File: src/sv/cdts_pkg.sv
// ----------------------------------------------------------------------------
// cdts_pkg
// Shared widths, constants and types for the column depth terrain shader.
// ----------------------------------------------------------------------------
`default_nettype none

package cdts_pkg;

  // geometry
  localparam int unsigned ColumnsDef = 1024;
  localparam int unsigned CoordW     = 12;
  localparam int unsigned ChanW      = 8;
  localparam int unsigned RunW       = 10;
  localparam logic [RunW-1:0] RunMax = '1;

  // pipeline: stage 1 = store read, stage StgN = output register
  localparam int unsigned StgN = 8;

  // coordinate hash
  localparam logic [31:0] HashMulX   = 32'd374761393;
  localparam logic [31:0] HashMulY   = 32'd668265263;
  localparam logic [31:0] HashMulMix = 32'd1274126177;

  // hash residues: fold the upper half with 2^16 mod m, then divide by
  // reciprocal multiplication (exact over the folded range)
  localparam int unsigned Fold29W  = 21;
  localparam int unsigned Fold37W  = 20;
  localparam int unsigned Recip29W = 28;
  localparam int unsigned Recip37W = 27;
  localparam int unsigned RecipSh  = 32;
  localparam logic [Fold29W-1:0]  Fold29Hi = 21'd25;
  localparam logic [Fold37W-1:0]  Fold37Hi = 20'd9;
  localparam logic [Recip29W-1:0] Recip29  = 28'd148102321;
  localparam logic [Recip37W-1:0] Recip37  = 27'd116080198;
  localparam logic [Fold29W-1:0]  Mod29    = 21'd29;
  localparam logic [Fold37W-1:0]  Mod37    = 20'd37;
  localparam int unsigned NoiseW = 5;

  // darkening
  localparam int unsigned ScaleW = 17;
  localparam logic [ScaleW-1:0] ScaleOne  = 17'd65536;
  localparam logic [ScaleW-1:0] DarkStep  = 17'd72;
  localparam logic [ScaleW-1:0] DarkLimit = 17'd24904;

  // per-stage handshake control shared by the datapath modules
  typedef struct packed {
    logic [StgN:1] ld;     // stage register takes a new request (or bubble)
    logic [StgN:1] valid;  // stage holds a request
  } pipe_ctl_t;

endpackage

`default_nettype wire

File: src/sv/cdts_hash.sv
// ----------------------------------------------------------------------------
// cdts_hash
// Coordinate hash and its residues mod 29 (noise) and mod 37 (stone pick).
// ----------------------------------------------------------------------------
`default_nettype none

module cdts_hash import cdts_pkg::*; (
  input  wire logic              clk_i,
  input  wire pipe_ctl_t         ctl_i,
  input  wire logic [CoordW-1:0] pixel_x_i,
  input  wire logic [CoordW-1:0] pixel_y_i,
  output logic [NoiseW-1:0]      noise_res_o,
  output logic                   stone_o
);

  localparam int unsigned P29W = Fold29W + Recip29W;
  localparam int unsigned P37W = Fold37W + Recip37W;
  localparam int unsigned Q29W = P29W - RecipSh;
  localparam int unsigned Q37W = P37W - RecipSh;

  logic [31:0]        hx_q, hy_q, h0, mix_q, h1, hash_q;
  logic [Fold29W-1:0] v29_d, v29_q, v29b_q, r29;
  logic [Fold37W-1:0] v37_d, v37_q, v37b_q, r37;
  logic [P29W-1:0]    p29;
  logic [P37W-1:0]    p37;
  logic [Q29W-1:0]    q29_q;
  logic [Q37W-1:0]    q37_q;
  logic [NoiseW-1:0]  noise_q;
  logic               stone_q;

  always_comb begin
    h0    = hx_q + hy_q;
    h1    = mix_q * HashMulMix;
    v29_d = Fold29W'(hash_q[15:0]) + Fold29W'(hash_q[31:16]) * Fold29Hi;
    v37_d = Fold37W'(hash_q[15:0]) + Fold37W'(hash_q[31:16]) * Fold37Hi;
    p29   = P29W'(v29_q) * P29W'(Recip29);
    p37   = P37W'(v37_q) * P37W'(Recip37);
    r29   = v29b_q - Fold29W'(q29_q) * Mod29;
    r37   = v37b_q - Fold37W'(q37_q) * Mod37;
  end

  always_ff @(posedge clk_i) begin
    if (ctl_i.ld[1]) begin
      hx_q <= HashMulX * 32'(pixel_x_i);
      hy_q <= HashMulY * 32'(pixel_y_i);
    end
    if (ctl_i.ld[2]) begin
      mix_q <= h0 ^ (h0 >> 13);
    end
    if (ctl_i.ld[3]) begin
      hash_q <= h1 ^ (h1 >> 16);
    end
    if (ctl_i.ld[4]) begin
      v29_q <= v29_d;
      v37_q <= v37_d;
    end
    if (ctl_i.ld[5]) begin
      q29_q  <= p29[P29W-1:RecipSh];
      q37_q  <= p37[P37W-1:RecipSh];
      v29b_q <= v29_q;
      v37b_q <= v37_q;
    end
    if (ctl_i.ld[6]) begin
      noise_q <= r29[NoiseW-1:0];
      stone_q <= (r37 == '0);
    end
  end

  assign noise_res_o = noise_q;
  assign stone_o     = stone_q;

endmodule

`default_nettype wire

File: config.mk
export PLATFORM = sky130hd
export DESIGN_NAME = cdts_hash
export DESIGN_NICKNAME = d
export VERILOG_FILES = /design/src/sv/cdts_pkg.sv /design/src/sv/cdts_hash.sv
export SDC_FILE = /design/constraint.sdc
export NUM_CORES = 2
export LEC_CHECK = 0
export ABC_AREA = 1
export BUFFER_PORTS_ARGS = -buffer_cell sky130_fd_sc_hd__buf_2
export CORE_MARGIN = 3
export CORE_UTILIZATION = 61
export CTS_CLUSTER_DIAMETER = 40
export DETAILED_ROUTE_END_ITERATION = 10
export PLACE_DENSITY_LB_ADDON = 0.05
export SYNTH_ARGS = -nofsm -noshare
export SYNTH_HDL_FRONTEND = slang
export SYNTH_SLANG_ARGS = --single-unit
File: constraint.sdc
create_clock -name clk_i -period 5.4 [get_ports clk_i]
set_input_delay 1.62 -clock clk_i [delete_from_list [all_inputs] [get_ports clk_i]]
set_output_delay 1.62 -clock clk_i [all_outputs]
set_load 0.01 [all_outputs]
==> qor.txt <==
I/O pin count = 47
Largest stage delay, worst path = 540 ps
Post-synthesis sequential area ratio = 0.1292
Layout Area Growth over Synthesis = 27.44%
Final Max Slew Viols = 0
Synth Flop Type = edfxtp_1
Tot GR Track Use = 0.3228
Compound-Gate Fraction of Synth Area = 0.05751
Max Clk Rate = 163.7 MHz
Critical Path Fanout Max = 5
Number of placement rows = 104
Die X = 291.5 um
Syn_nets = 7020
H-Tree Depth = 2
Synth Area in Adders = 0.5705
Synthesized flop and latch total = 214
Setup Skew = 35.94 ps
Slowest CP cell = fa_1
Final Hold Slack = 610.4 ps
Synth warn = 0
DR iter-0 viols = 1757
Via count = 38050
Final nets = 7934
Post-Synth Simple-Gate Area = 0.08176
Vias per inst = 5.261
# DRC = 0
RSZ-0062 raised after global routing = yes
Req. time, crit path = 5710 ps
Post-Route WL = 136.0 mm
Largest family of logic cells by synthesized area = adder cells
Synthesized instance count = 5229
Mapped Avg Cell Area = 9.511 um2
Max cap viols = 0
Hold Path Class = flop to flop
Async set-reset flop share out of synthesis = 0
Vias in the first global route = 41650
Critical path type = flop to flop
I/O Buffers = 36
Chip height = 291.5 um
Slew @ Worst Pin = 944.0 ps
Max Root-Sink Buffers = 3
Worst R2R End = hash_q[14]$_DFFE_PP_
Yosys cell types = 48
R2R cell count = 21
Antenna cells = 0
Clock tree from TritonCTS = built
Setup WS post-layout = -710.0 ps
Status = finished with violations
Post-CTS Hold Buffers = 0
Slew margin rel. = 0.3707
Failing checks = negative setup slack
Crit path DAT = 6420 ps
FF-to-FF setup slack = -710 ps
Crit path cell chain = buf_4 > fa_1 > fa_2 > fa_1 > inv_1 > fa_1 > inv_1 > fa_1 > inv_1 > fa_1 > inv_1 > fa_1 > ha_1 > ha_1 > buf_4 > nand4_1 > inv_1 > nand2_1 > o211ai_1 > xor2_1 > xor2_1
Post-DP HPWL = 116.2 mm
Routed Antenna Nets = 0
Clk slew on worst S/H paths = 60 ps
Starting Density = 0.6165
Hold depth = 1
First-pass GRT wire length = 215.0 mm
CP startpoint = mix_q[12]$_DFFE_PP_
Commonest cells after routing, fill and taps aside = 1427 x inv_1, 771 x fa_1, 770 x buf_4, 741 x ha_1, 437 x nand2_1
Setup violations, final = 52
Final Cycle Share = 1.131
Post-synth EDFFs = 214
Setup TNS Final = -22420 ps
Worst R2R Start = mix_q[12]$_DFFE_PP_
GPL Wtd Cong = 0.9877
Min cycle time layout = 6110 ps
Critical Path Sink Type = flop
Hold Startpoint = hash_q[0]$_DFFE_PP_
XOR/XNOR Fraction of Synth Area = 0.04493
Setup crit start kind = flop
Final hold vios = 0
Worst skew pair latency = 560 ps
Die ar. = 0.08499 mm2
Hold Path Sink = v29_q[0]$_DFFE_PP_
TritonCTS Buffers = 38
Remaining Overflow, GRT = 0
Largest net degree at the start of global routing = 43
Clock sinks = 214
Synthesized area = 0.04973 mm2
Core Area = 0.08068 mm2
Multiplexer area fraction after synthesis = 0
Drt pass-1 iters = 5
Commonest non-fill, non-tap cell in the layout = inv_1
Initial antenna violation count = 0
Root buf cell = clkbuf_16
Layout cell share with drive strength beyond 1 = 0.2730
CP most frequent cell = fa_1
DR WL/cell = 18.80 um
-- cell families (layout without fill, tap and decap cells) --
kind of cell,after synthesis,count (layout)
buffers and inverters,1535,2478
xor gates and xnor gates,246,246
DFF,214,214
and+or+nand+nor,980,980
AOI/OAI and AO/OA,504,504
adders and majority gates,1750,1750
-- state kept, by name, summed over array words and instances (netlist names) --
register	count
hx_q	32
stone_o	1
v29_q	21
mix_q	32
q29_q	5
noise_res_o	5
hash_q	32
hy_q	32
v29b_q	5
v37_q	17
v37b_q	17
q37_q	15
-- repair_timing --
| action | CTS | global route |
|---|---|---|
| setup buffers | 66 | 62 |
| gates resized for setup | 425 | 413 |
| setup endpoints to repair | 65 | 78 |
| pin swaps | 237 | 288 |
-- critical path: cells and delay by family (launching register included) --
family                   cells  cell delay, ps
AO/OA/AOI/OAI                1             220
XOR/XNOR                     2             350
adder cells (fa/ha/maj)      9            3950
buffers and inverters        7             690
flip-flops                   1             470
AND/OR/NAND/NOR              2             180
-- cells in the mapped netlist (all sizes together) (26+ instances only) --
cell	number	area, um2
nand3	116	590.6
inv	1533	5754
nand4	39	244.0
a21oi	245	1237
nor2	225	844.6
nand2	549	2073
o21bai	26	210.2
a21o	26	196.4
o21ai	143	745.7
xnor2	90	788.3
xor2	153	1378
edfxtp	214	6426
ha	887	11100
fa	863	17280
-- through the flow --
step	utilization	instances	cell area [um2]	setup WS, ps
5_1_grt	0.7856	7232	63380	-910.6
3_5_place_dp	0.7147	7054	57660	-812.2
6_report	0.7856	7232	63380	-710.0
3_3_place_gp	0.7147	7054	57660	-753.9
4_1_cts	0.7595	7174	61270	-630.9
2_1_floorplan	-	5229	50580	-341.6
-- routing by layer --
metal / vias to the layer above / share of wire / GRT usage
li1: 18000 / - / -
met1: 18800 / 0.39 / 0.3922
met2: 929 / 0.53 / 0.5992
met3: 318 / 0.041 / 0.03111
met4: 0 / 0.042 / 0.1129
met5: - / 0 / 0
-- worst max-delay path by stage --
stage / endpoint / slack [ps] / cells after the start
after floorplan: hash_q[13]$_DFFE_PP_ / -340 / 22
after global placement: hash_q[15]$_DFFE_PP_ / -750 / 22
after detailed placement: hash_q[15]$_DFFE_PP_ / -810 / 20
after CTS: hash_q[13]$_DFFE_PP_ / -630 / 21
after global routing: hash_q[14]$_DFFE_PP_ / -910 / 21
final: hash_q[14]$_DFFE_PP_ / -710 / 21
-- final cells by class --
type,count,area [um2]
clock buffers,41,983.4
inverters,1533,5769
flip-flops and latches,214,6426
repair buffers,876,6907
well taps,1060,1326
multi-input cells,3480,41620
clock inverters,28,354.1
fillers,5403,17300
Power is left out: the tool's default activity adds up to more than one toggle a clock period on the data nets, which glitch-free logic cannot reach.
