<file path="src/sv/cdts_pkg.sv">
// ----------------------------------------------------------------------------
// cdts_pkg
// Shared widths, constants and types for the column depth terrain shader.
// ----------------------------------------------------------------------------
`default_nettype none

package cdts_pkg;

  // geometry
  localparam int unsigned ColumnsDef = 1024;
  localparam int unsigned CoordW     = 12;
  localparam int unsigned ChanW      = 8;
  localparam int unsigned RunW       = 10;
  localparam logic [RunW-1:0] RunMax = '1;

  // pipeline: stage 1 = store read, stage StgN = output register
  localparam int unsigned StgN = 8;

  // coordinate hash
  localparam logic [31:0] HashMulX   = 32'd374761393;
  localparam logic [31:0] HashMulY   = 32'd668265263;
  localparam logic [31:0] HashMulMix = 32'd1274126177;

  // hash residues: fold the upper half with 2^16 mod m, then divide by
  // reciprocal multiplication (exact over the folded range)
  localparam int unsigned Fold29W  = 21;
  localparam int unsigned Fold37W  = 20;
  localparam int unsigned Recip29W = 28;
  localparam int unsigned Recip37W = 27;
  localparam int unsigned RecipSh  = 32;
  localparam logic [Fold29W-1:0]  Fold29Hi = 21'd25;
  localparam logic [Fold37W-1:0]  Fold37Hi = 20'd9;
  localparam logic [Recip29W-1:0] Recip29  = 28'd148102321;
  localparam logic [Recip37W-1:0] Recip37  = 27'd116080198;
  localparam logic [Fold29W-1:0]  Mod29    = 21'd29;
  localparam logic [Fold37W-1:0]  Mod37    = 20'd37;
  localparam int unsigned NoiseW = 5;

  // darkening
  localparam int unsigned ScaleW = 17;
  localparam logic [ScaleW-1:0] ScaleOne  = 17'd65536;
  localparam logic [ScaleW-1:0] DarkStep  = 17'd72;
  localparam logic [ScaleW-1:0] DarkLimit = 17'd24904;

  // per-stage handshake control shared by the datapath modules
  typedef struct packed {
    logic [StgN:1] ld;     // stage register takes a new request (or bubble)
    logic [StgN:1] valid;  // stage holds a request
  } pipe_ctl_t;

endpackage

`default_nettype wire

</file>
<file path="src/sv/cdts_shade.sv">
// ----------------------------------------------------------------------------
// cdts_shade
// Tone pick by depth, darkening of deep tones, noise add (non-solid pixels
// give all-zero outputs) and output register.
`default_nettype none

module cdts_shade import cdts_pkg::*; (
  input  wire logic              clk_i,
  input  wire pipe_ctl_t         ctl_i,
  input  wire logic [RunW-1:0]   depth_i,
  input  wire logic              solid_i,
  input  wire logic [NoiseW-1:0] noise_res_i,
  input  wire logic              stone_i,
  output logic [ChanW-1:0]       red_o,
  output logic [ChanW-1:0]       green_o,
  output logic [ChanW-1:0]       blue_o,
  output logic [ChanW-1:0]       alpha_o
);

  localparam int unsigned ProdW = ChanW + ScaleW;
  localparam int unsigned SumW  = ChanW + 2;

  typedef enum logic [1:0] {
    ToneTop,
    ToneGrass,
    ToneMid,
    ToneDeep
  } tone_e;

  typedef struct packed {
    logic [ChanW-1:0] red;
    logic [ChanW-1:0] green;
    logic [ChanW-1:0] blue;
  } rgb_t;

  typedef struct packed {
    logic              solid;
    tone_e             tone;
    logic [ScaleW-1:0] scale;
  } shd_t;

  localparam rgb_t RgbTop   = '{8'd120, 8'd200, 8'd82};
  localparam rgb_t RgbGrass = '{8'd62, 8'd152, 8'd60};
  localparam rgb_t RgbMid   = '{8'd104, 8'd120, 8'd52};
  localparam rgb_t RgbEarth = '{8'd126, 8'd88, 8'd58};
  localparam rgb_t RgbStone = '{8'd110, 8'd108, 8'd112};
  localparam logic signed [SumW-1:0] NoiseBias = 10'sd14;

  function automatic logic [ChanW-1:0] darken(input logic [ChanW-1:0] c,
                                              input logic [ScaleW-1:0] s);
    logic [ProdW-1:0] p;
    p = ProdW'(c) * ProdW'(s);
    return p[ChanW+15:16];
  endfunction

  function automatic logic [ChanW-1:0] add_noise(input logic [ChanW-1:0] c,
                                                 input logic [NoiseW-1:0] n);
    logic signed [SumW-1:0] s;
    s = $signed({2'b00, c}) + $signed(SumW'(n)) - NoiseBias;
    if (s < 0) begin
      return '0;
    end else if (s > $signed(SumW'(255))) begin
      return '1;
    end
    return s[ChanW-1:0];
  endfunction

  shd_t              s3_d, s3_q, s4_q, s5_q, s6_q;
  logic [ScaleW-1:0] dark;
  rgb_t              base, col_d, col_q;
  logic              solid7_q;
  logic [NoiseW-1:0] noise7_q;
  logic [ChanW-1:0]  red_q, green_q, blue_q, alpha_q;

  always_comb begin
    s3_d.solid = solid_i;
    if (depth_i == '0) begin
      s3_d.tone = ToneTop;
    end else if (depth_i <= RunW'(3)) begin
      s3_d.tone = ToneGrass;
    end else if (depth_i <= RunW'(6)) begin
      s3_d.tone = ToneMid;
    end else begin
      s3_d.tone = ToneDeep;
    end
    dark = ScaleW'(depth_i) * DarkStep;
    if (dark > DarkLimit) begin
      dark = DarkLimit;
    end
    s3_d.scale = ScaleOne - dark;
  end

  always_comb begin
    base = stone_i ? RgbStone : RgbEarth;
    unique case (s6_q.tone)
      ToneTop:   col_d = RgbTop;
      ToneGrass: col_d = RgbGrass;
      ToneMid:   col_d = RgbMid;
      ToneDeep: begin
        col_d.red   = darken(base.red, s6_q.scale);
        col_d.green = darken(base.green, s6_q.scale);
        col_d.blue  = darken(base.blue, s6_q.scale);
      end
      default:   col_d = RgbTop;
    endcase
  end

  always_ff @(posedge clk_i) begin
    if (ctl_i.ld[3]) s3_q <= s3_d;
    if (ctl_i.ld[4]) s4_q <= s3_q;
    if (ctl_i.ld[5]) s5_q <= s4_q;
    if (ctl_i.ld[6]) s6_q <= s5_q;
    if (ctl_i.ld[7]) begin
      col_q    <= col_d;
      solid7_q <= s6_q.solid;
      noise7_q <= noise_res_i;
    end
    if (ctl_i.ld[StgN]) begin
      if (solid7_q) begin
        red_q   <= add_noise(col_q.red, noise7_q);
        green_q <= add_noise(col_q.green, noise7_q);
        blue_q  <= add_noise(col_q.blue, noise7_q);
        alpha_q <= '1;
      end else begin
        red_q   <= '0;
        green_q <= '0;
        blue_q  <= '0;
        alpha_q <= '0;
      end
    end
  end

  assign red_o   = red_q;
  assign green_o = green_q;
  assign blue_o  = blue_q;
  assign alpha_o = alpha_q;

endmodule

`default_nettype wire
</file>
<file path="config.mk">
export PLATFORM = sky130hd
export DESIGN_NAME = cdts_shade
export DESIGN_NICKNAME = d
export VERILOG_FILES = /design/src/sv/cdts_pkg.sv /design/src/sv/cdts_shade.sv
export SDC_FILE = /design/constraint.sdc
export NUM_CORES = 1
export LEC_CHECK = 0
export ABC_AREA = 1
export BUFFER_PORTS_ARGS = -buffer_cell sky130_fd_sc_hd__buf_2
export CORE_MARGIN = 2
export CORE_UTILIZATION = 25
export DETAILED_ROUTE_END_ITERATION = 10
export PLACE_DENSITY_LB_ADDON = 0.15
export REMOVE_ABC_BUFFERS = 1
export SLEW_MARGIN = 40
export SYNTH_ARGS = -nofsm -noshare
export SYNTH_HDL_FRONTEND = slang
export SYNTH_SLANG_ARGS = --single-unit
export TNS_END_PERCENT = 50
</file>
<file path="constraint.sdc">
create_clock -name clk_i -period 6.5 [get_ports clk_i]
set_input_delay 1.3 -clock clk_i [delete_from_list [all_inputs] [get_ports clk_i]]
set_output_delay 1.3 -clock clk_i [all_outputs]
set_load 0.01 [all_outputs]
</file>
==> run summary, run 1 <==
### Run status
* **outcome** complete, no violations

### Global routing
* **initial antenna violation count** 1
* **overflow left after global routing** 0
* **GRT met1 Usage** 14.7%
* **M2 GR Usage** 18.6%
* **first-pass GRT wire length** 45,500 µm
* **vias in the first global route** 8,776
* **met3 track utilization from global routing** 1.70%
* **pin count of the biggest net entering global routing** 31
* **Total Routing Usage GR** 11.1%
* **layer carrying the most global-route usage** met2

### Place
* **post-placement worst setup slack** 533 ps
* **global placer's final weighted congestion** 0.810
* **DP Cell Count** 2,036
* **Detail Placement HPWL** 23,700 µm
* **number of buffers added on ports** 55

### Die
* **core area** 0.0500 mm²
* **Initial Utilization** 25.2%
* **top-level I/O count** 66
* **area of the die** 0.0523 mm²
* **Die Width** 229 µm
* **number of rows in the core area** 82
* **vertical die dimension** 229 µm

### Finish
* **final standard cell utilization of the core** 28.6%
* **nets** 1,734
* **top library cells by usage in the layout, fill and taps aside** inv_1, ha_1, nand2_1, edfxtp_1, fa_1
* **number of standard cells in the layout, taps in and fillers out** 2,068
* **signed area change from the synthesized netlist to the final layout** 13.3%
* **share of final-layout standard cells stronger than drive strength 1** 8.60%
* **count of antenna diodes in the layout** 0
* **most common library cell in the layout ignoring fill and taps** inv_1
* **number of inserted filler cells in the final layout** 5,328

### Timing
* **Post-Route Skew** 14.1 ps
* **pins over their slew limit** 0
* **Final Setup Violations** 0
* **Fmax achieved** 0.183 GHz
* **setup repair after global routing missed its margin** false
* **summed negative setup slack over all endpoints** 0 ps
* **transition at the pin with the smallest max-transition slack** 765 ps
* **final hold viol count** 0
* **worst slew slack as a fraction of its limit** 49.0%
* **share of the cycle needed by the critical path after routing** 84.3%
* **crit path time final** 5480 ps
* **Setup WS post-layout** 1020 ps

### Yosys
* **area share of the largest cell type after synthesis** 29.3%
* **share of flip-flops with an asynchronous set or reset** 0%
* **count of mapped cells out of synthesis** 1,316
* **prevailing post-synth register cell** edfxtp_1
* **most area-hungry cell type in the Yosys netlist** edfxtp_1
* **Avg Inst Size Synth** 9.58 µm²
* **flops & latches, synth** 123
* **netlist area before placement** 0.0126 mm²
* **Netlist cell types** 53
* **Yosys warning total** 0
* **top area cells in the synthesized netlist** edfxtp_1, ha_1, fa_1, inv_1, nand2_1
* **number of enable flip-flop cells after synthesis** 123
* **sequential element share of the synthesized area** 29.3%

### Worst setup path
* **kind of critical path** input pin to register
* **data arrival time of the worst path** 5660 ps
* **r2r worst-path depth** 16
* **Required @ worst endpoint** 6680 ps
* **largest fanout on the critical path** 28
* **beginning of the worst register-to-register path** s6_q[11]
* **register-to-register path setup slack** 1350 ps
* **CP Capture Point** col_q[1]
* **CP endpoint kind** register
* **worst setup path startpoint** stone_i
* **destination of the worst register-to-register timing path** col_q[1]
* **Critical Path Source Type** input pin

### Hold path
* **worst hold path depth** 0
* **class of the tightest hold or removal check** register to register
* **startpoint of the most critical hold path** s5_q[18]

### Route
* **average wire length per cell after detail routing** 13.5 µm
* **Routed Antenna Nets** 0
* **detailed-route via count** 8,622
* **Pre-Repair DR Iteration Count** 5
* **DRC violations left** 0
* **mean number of vias per cell** 4.17
* **number of design-rule violations left by the first detailed-router iteration** 333
* **detailed-route wire length** 27,900 µm

### CTS
* **post-cts resize count** 0
* **clock tree from TritonCTS** built
* **clock latency at the later pin of the worst-skew pair** 440 ps
* **Post-CTS Setup Bufs** 0
* **number of H-tree branching levels** 4
* **root buf cell** clkbuf_16
* **largest buffer count on any clock path** 2
* **sink count of the clock tree** 123
* **Inserted Clock Buffers** 17
* **clock transition at the registers of the reported paths** 60 ps
* **total of hold buffers inserted after clock tree synthesis** 0

### Run
* **number of maximum-capacitance violations** 0

### Pwr
* **reported leakage power** 7.05 nW
* **highest ir drop seen on vdd** 0.161 mV
* **pwr dens** 323 mW/mm²

critical path: stages:
cell	delay [ps]
buf_2	480
nand2_1	130
inv_1	220
ha_1	290
fa_1	510
fa_1	550
inv_1	50
fa_1	530
inv_1	40
ha_1	360
a21oi_1	270
o21ai_0	220
o21bai_1	230
nand2_1	80
nand2_1	60
o21ai_0	250
nand2_1	80
sequential cells by signal (all words and copies together), names as in the netlist:
| register | count |
|---|---|
| alpha_o | 1 |
| blue_o | 8 |
| col_q | 24 |
| green_o | 8 |
| noise7_q | 5 |
| red_o | 8 |
| s3_q | 17 |
| s4_q | 17 |
| s5_q | 17 |
| s6_q | 17 |
| solid7_q | 1 |
stage by stage:
step	cell area [µm²]	total power, mW	hold WS [ps]
final	14300	4.61	416
after global routing	14300	5.10	420
after CTS	14300	4.69	414
after detailed placement	13700	3.69	405
after global placement	13700	3.70	401
after floorplan	12500	3.02	400
per-layer routing:
| metal | up-vias | wire [µm] |
|---|---|---|
| met5 | - | 13 |
| met4 | 2 | 332 |
| met3 | 23 | 530 |
| met2 | 69 | 13600 |
| met1 | 4130 | 13400 |
| li1 | 4398 | - |
synthesized netlist by cell type (all sizes together) (3+ instances only):
cell type and n:
inv 314, nand3b 7, fa 120, nor2 79, xnor2 10, a221oi 6
a21o 4, nand4 13, nor3 6, nand3 49, edfxtp 123, o21ai 57
xor2 19, o21bai 12, buf 10, ha 197, nand2 188, or2 3
a21oi 78
area by class of cell:
cell class | instances | area, µm² | share of cell area, %
Multi-Input combinational cell | 865 | 7660 | 53.6
Sequential cell | 123 | 3690 | 25.9
Inverter | 316 | 1190 | 8.31
Timing Repair Buffer | 60 | 313 | 2.19
Tap cell | 672 | 841 | 5.89
Clock inverter | 14 | 161 | 1.13
Clock buffer | 18 | 429 | 3.01
logic make-up (layout without fill, tap and decap cells):
family,after synthesis,count (layout),synth area share [%]
AOI/OAI and AO/OA,169,169,7.50
DFF,123,123,29.3
and+or+nand+nor,350,350,12.5
buffers and inverters,328,408,9.99
xor gates and xnor gates,29,29,2.07
adders and majority gates,317,317,38.6
worst min-delay path by stage:
stage	to
floorplan	s4_q[10]
global placement	s5_q[10]
detailed placement	s4_q[14]
CTS	s6_q[18]
global route	s4_q[10]
finish	s6_q[18]
where the power goes:
part / leakage (nW) / internal (mW) / total, mW / switching, mW
clock: 0.289 / 0.573 / 0.952 / 0.379
combinational: 5.55 / 0.982 / 2.60 / 1.62
sequential: 1.21 / 1.01 / 1.06 / 0.0503
total: 7.05 / 2.57 / 4.61 / 2.04
Note: power is estimated with default switching activity, not from simulation.
==> run 2: changes to the inputs <==
==> constraint.sdc (replaced) <==
create_clock -name clk_i -period 5.03 [get_ports clk_i]
set_input_delay 1.006 -clock clk_i [delete_from_list [all_inputs] [get_ports clk_i]]
set_output_delay 1.006 -clock clk_i [all_outputs]
set_load 0.01 [all_outputs]
==> run summary, run 2 (synthesis results as in run 1) <==
### Die
* **Die Width** 229 µm, unchanged
* **Initial Utilization** 25.2%, unchanged
* **number of rows in the core area** 82, unchanged
* **top-level I/O count** 66, unchanged
* **area of the die** 0.0523 mm², unchanged
* **core area** 0.0500 mm², unchanged
* **vertical die dimension** 229 µm, unchanged

### Timing
* **transition at the pin with the smallest max-transition slack** 755 ps, -10.3 ps
* **Final Setup Violations** 0, unchanged
* **worst slew slack as a fraction of its limit** 49.7%, +0.69 points
* **Fmax achieved** 0.208 GHz
* **final hold viol count** 0, unchanged
* **pins over their slew limit** 0, unchanged
* **crit path time final** 4810 ps
* **share of the cycle needed by the critical path after routing** 95.7%
* **Post-Route Skew** 17.2 ps, +3.05 ps
* **setup repair after global routing missed its margin** false
* **Setup WS post-layout** 217 ps, -806 ps

### Global routing
* **Total Routing Usage GR** 11.6%, +0.54 points
* **pin count of the biggest net entering global routing** 31, unchanged
* **initial antenna violation count** 0, -1
* **first-pass GRT wire length** 47,900 µm, +5.2%
* **overflow left after global routing** 0, unchanged
* **vias in the first global route** 9,478, +8.0%

### Route
* **average wire length per cell after detail routing** 13.2 µm, -2.3%
* **detailed-route wire length** 28,800 µm, +3.1%
* **Pre-Repair DR Iteration Count** 4, -1
* **mean number of vias per cell** 4.10, -1.7%
* **number of design-rule violations left by the first detailed-router iteration** 330, -0.90%
* **Routed Antenna Nets** 0, unchanged
* **DRC violations left** 0, unchanged
* **detailed-route via count** 8,955, +3.9%

### Place
* **DP Cell Count** 2,150, +5.6%
* **placement-stage cell area** 0.0145 mm², +6.3%
* **global placer's final weighted congestion** 0.806, -0.52%
* **post-placement worst setup slack** -342 ps, -875 ps
* **Detail Placement HPWL** 24,900 µm, +4.9%
* **number of buffers added on ports** 55, unchanged

### CTS
* **clock tree from TritonCTS** built
* **largest buffer count on any clock path** 2, unchanged
* **total of hold buffers inserted after clock tree synthesis** 0, unchanged
* **clock transition at the registers of the reported paths** 60 ps, about the same
* **sink count of the clock tree** 123, unchanged
* **Inserted Clock Buffers** 17, unchanged
* **clock latency at the later pin of the worst-skew pair** 450 ps, about the same
* **root buf cell** clkbuf_16
* **number of H-tree branching levels** 4, unchanged

### Finish
* **count of antenna diodes in the layout** 0, unchanged
* **nets** 1,850, +6.7%
* **top library cells by usage in the layout, fill and taps aside** inv_1, ha_1, nand2_1, edfxtp_1, buf_4
* **number of standard cells in the layout, taps in and fillers out** 2,184, +5.6%
* **most common library cell in the layout ignoring fill and taps** inv_1
* **signed area change from the synthesized netlist to the final layout** 20.3%
* **register ranked first by flip-flop count** col_q
* **cell area after layout** 0.0152 mm², +6.2%
* **max reg flops** 24, unchanged
* **share of final-layout standard cells stronger than drive strength 1** 15.7%, +7.1 points
* **final standard cell utilization of the core** 30.4%, +1.8 points

### Hold path
* **class of the tightest hold or removal check** register to register

### Run
* **number of maximum-capacitance violations** 0, unchanged

### Run status
* **outcome** complete, no violations

### Pwr
* **highest ir drop seen on vdd** 0.201 mV, +25%
* **reported leakage power** 7.61 nW, +8.0%
* **pwr dens** 442 mW/mm², +37%

### Worst setup path
* **Critical Path Source Type** input pin
* **CP endpoint kind** register
* **data arrival time of the worst path** 5000 ps, -660 ps
* **Required @ worst endpoint** 5220 ps, -1460 ps
* **most repeated library cell on the critical path** inv_1
* **largest fanout on the critical path** 20, -29%
* **cell-by-cell listing of the critical path** clkbuf_4 > buf_4 > nand2_1 > inv_1 > ha_1 > inv_1 > fa_1 > inv_1 > fa_1 > inv_1 > fa_1 > inv_1 > ha_1 > a21oi_1 > o21ai_0 > a221oi_1 > nand3_1 > nand2_1 > nor2_1
* **Largest stage delay, worst path** 540 ps, about the same
* **kind of critical path** input pin to register
* **master of the slowest instance on the critical path** fa_1

==> run 2: timing repair <==
action                     CTS  global route
setup endpoints to repair    0            13
resized for setup            0             3
setup buffers                0             2
==> run 2: area by class of cell <==
| class | instances | area (µm²) |
|---|---|---|
| clock inverters | 15 | 176 |
| repair buffers | 176 | 1190 |
| multi-input cells | 865 | 7660 |
| flip-flops and latches | 123 | 3690 |
| clock buffers | 17 | 425 |
| fillers | 5331 | 34800 |
| inverters | 316 | 1190 |
| well taps | 672 | 841 |
==> run 2: path summary, 6_finish.rpt <==
path / cells past startpoint / slack, ps / from / to
max: 19 / 220 / stone_i / col_q[7]
min: 0 / 410 / s4_q[7] / s5_q[7]
max reg2reg: 17 / 390 / s6_q[7] / col_q[22]
min reg2reg: 0 / 410 / s4_q[7] / s5_q[7]
==> run 2: critical path, delay by kind of cell <==
kind	cells	cell delay [ps]
compound gates	3	740
buf+inv	7	710
fa+ha+maj	5	2220
simple gates	4	300
==> run 2: through the flow <==
step | hold slack, ps | total power, mW | TNS [ps]
after floorplan | 400 | 3.91 | 0
after global placement | 400 | 5.52 | -5140
after detailed placement | 405 | 5.52 | -5160
after CTS | 414 | 6.83 | 0
after global routing | 425 | 7.45 | 0
final | 413 | 6.70 | 0
==> run 2: where the power goes <==
group,switching [mW],total (mW),internal (mW)
registers,0.0515,1.36,1.31
clock network,0.502,1.25,0.746
logic,2.25,4.10,1.85
total,2.81,6.70,3.90
==> run 2: layer usage <==
layer	wire, µm	GRT usage, %
met5	0	0
met4	455	3.41
met2	14000	19.7
met1	13700	15.1
met3	606	1.95
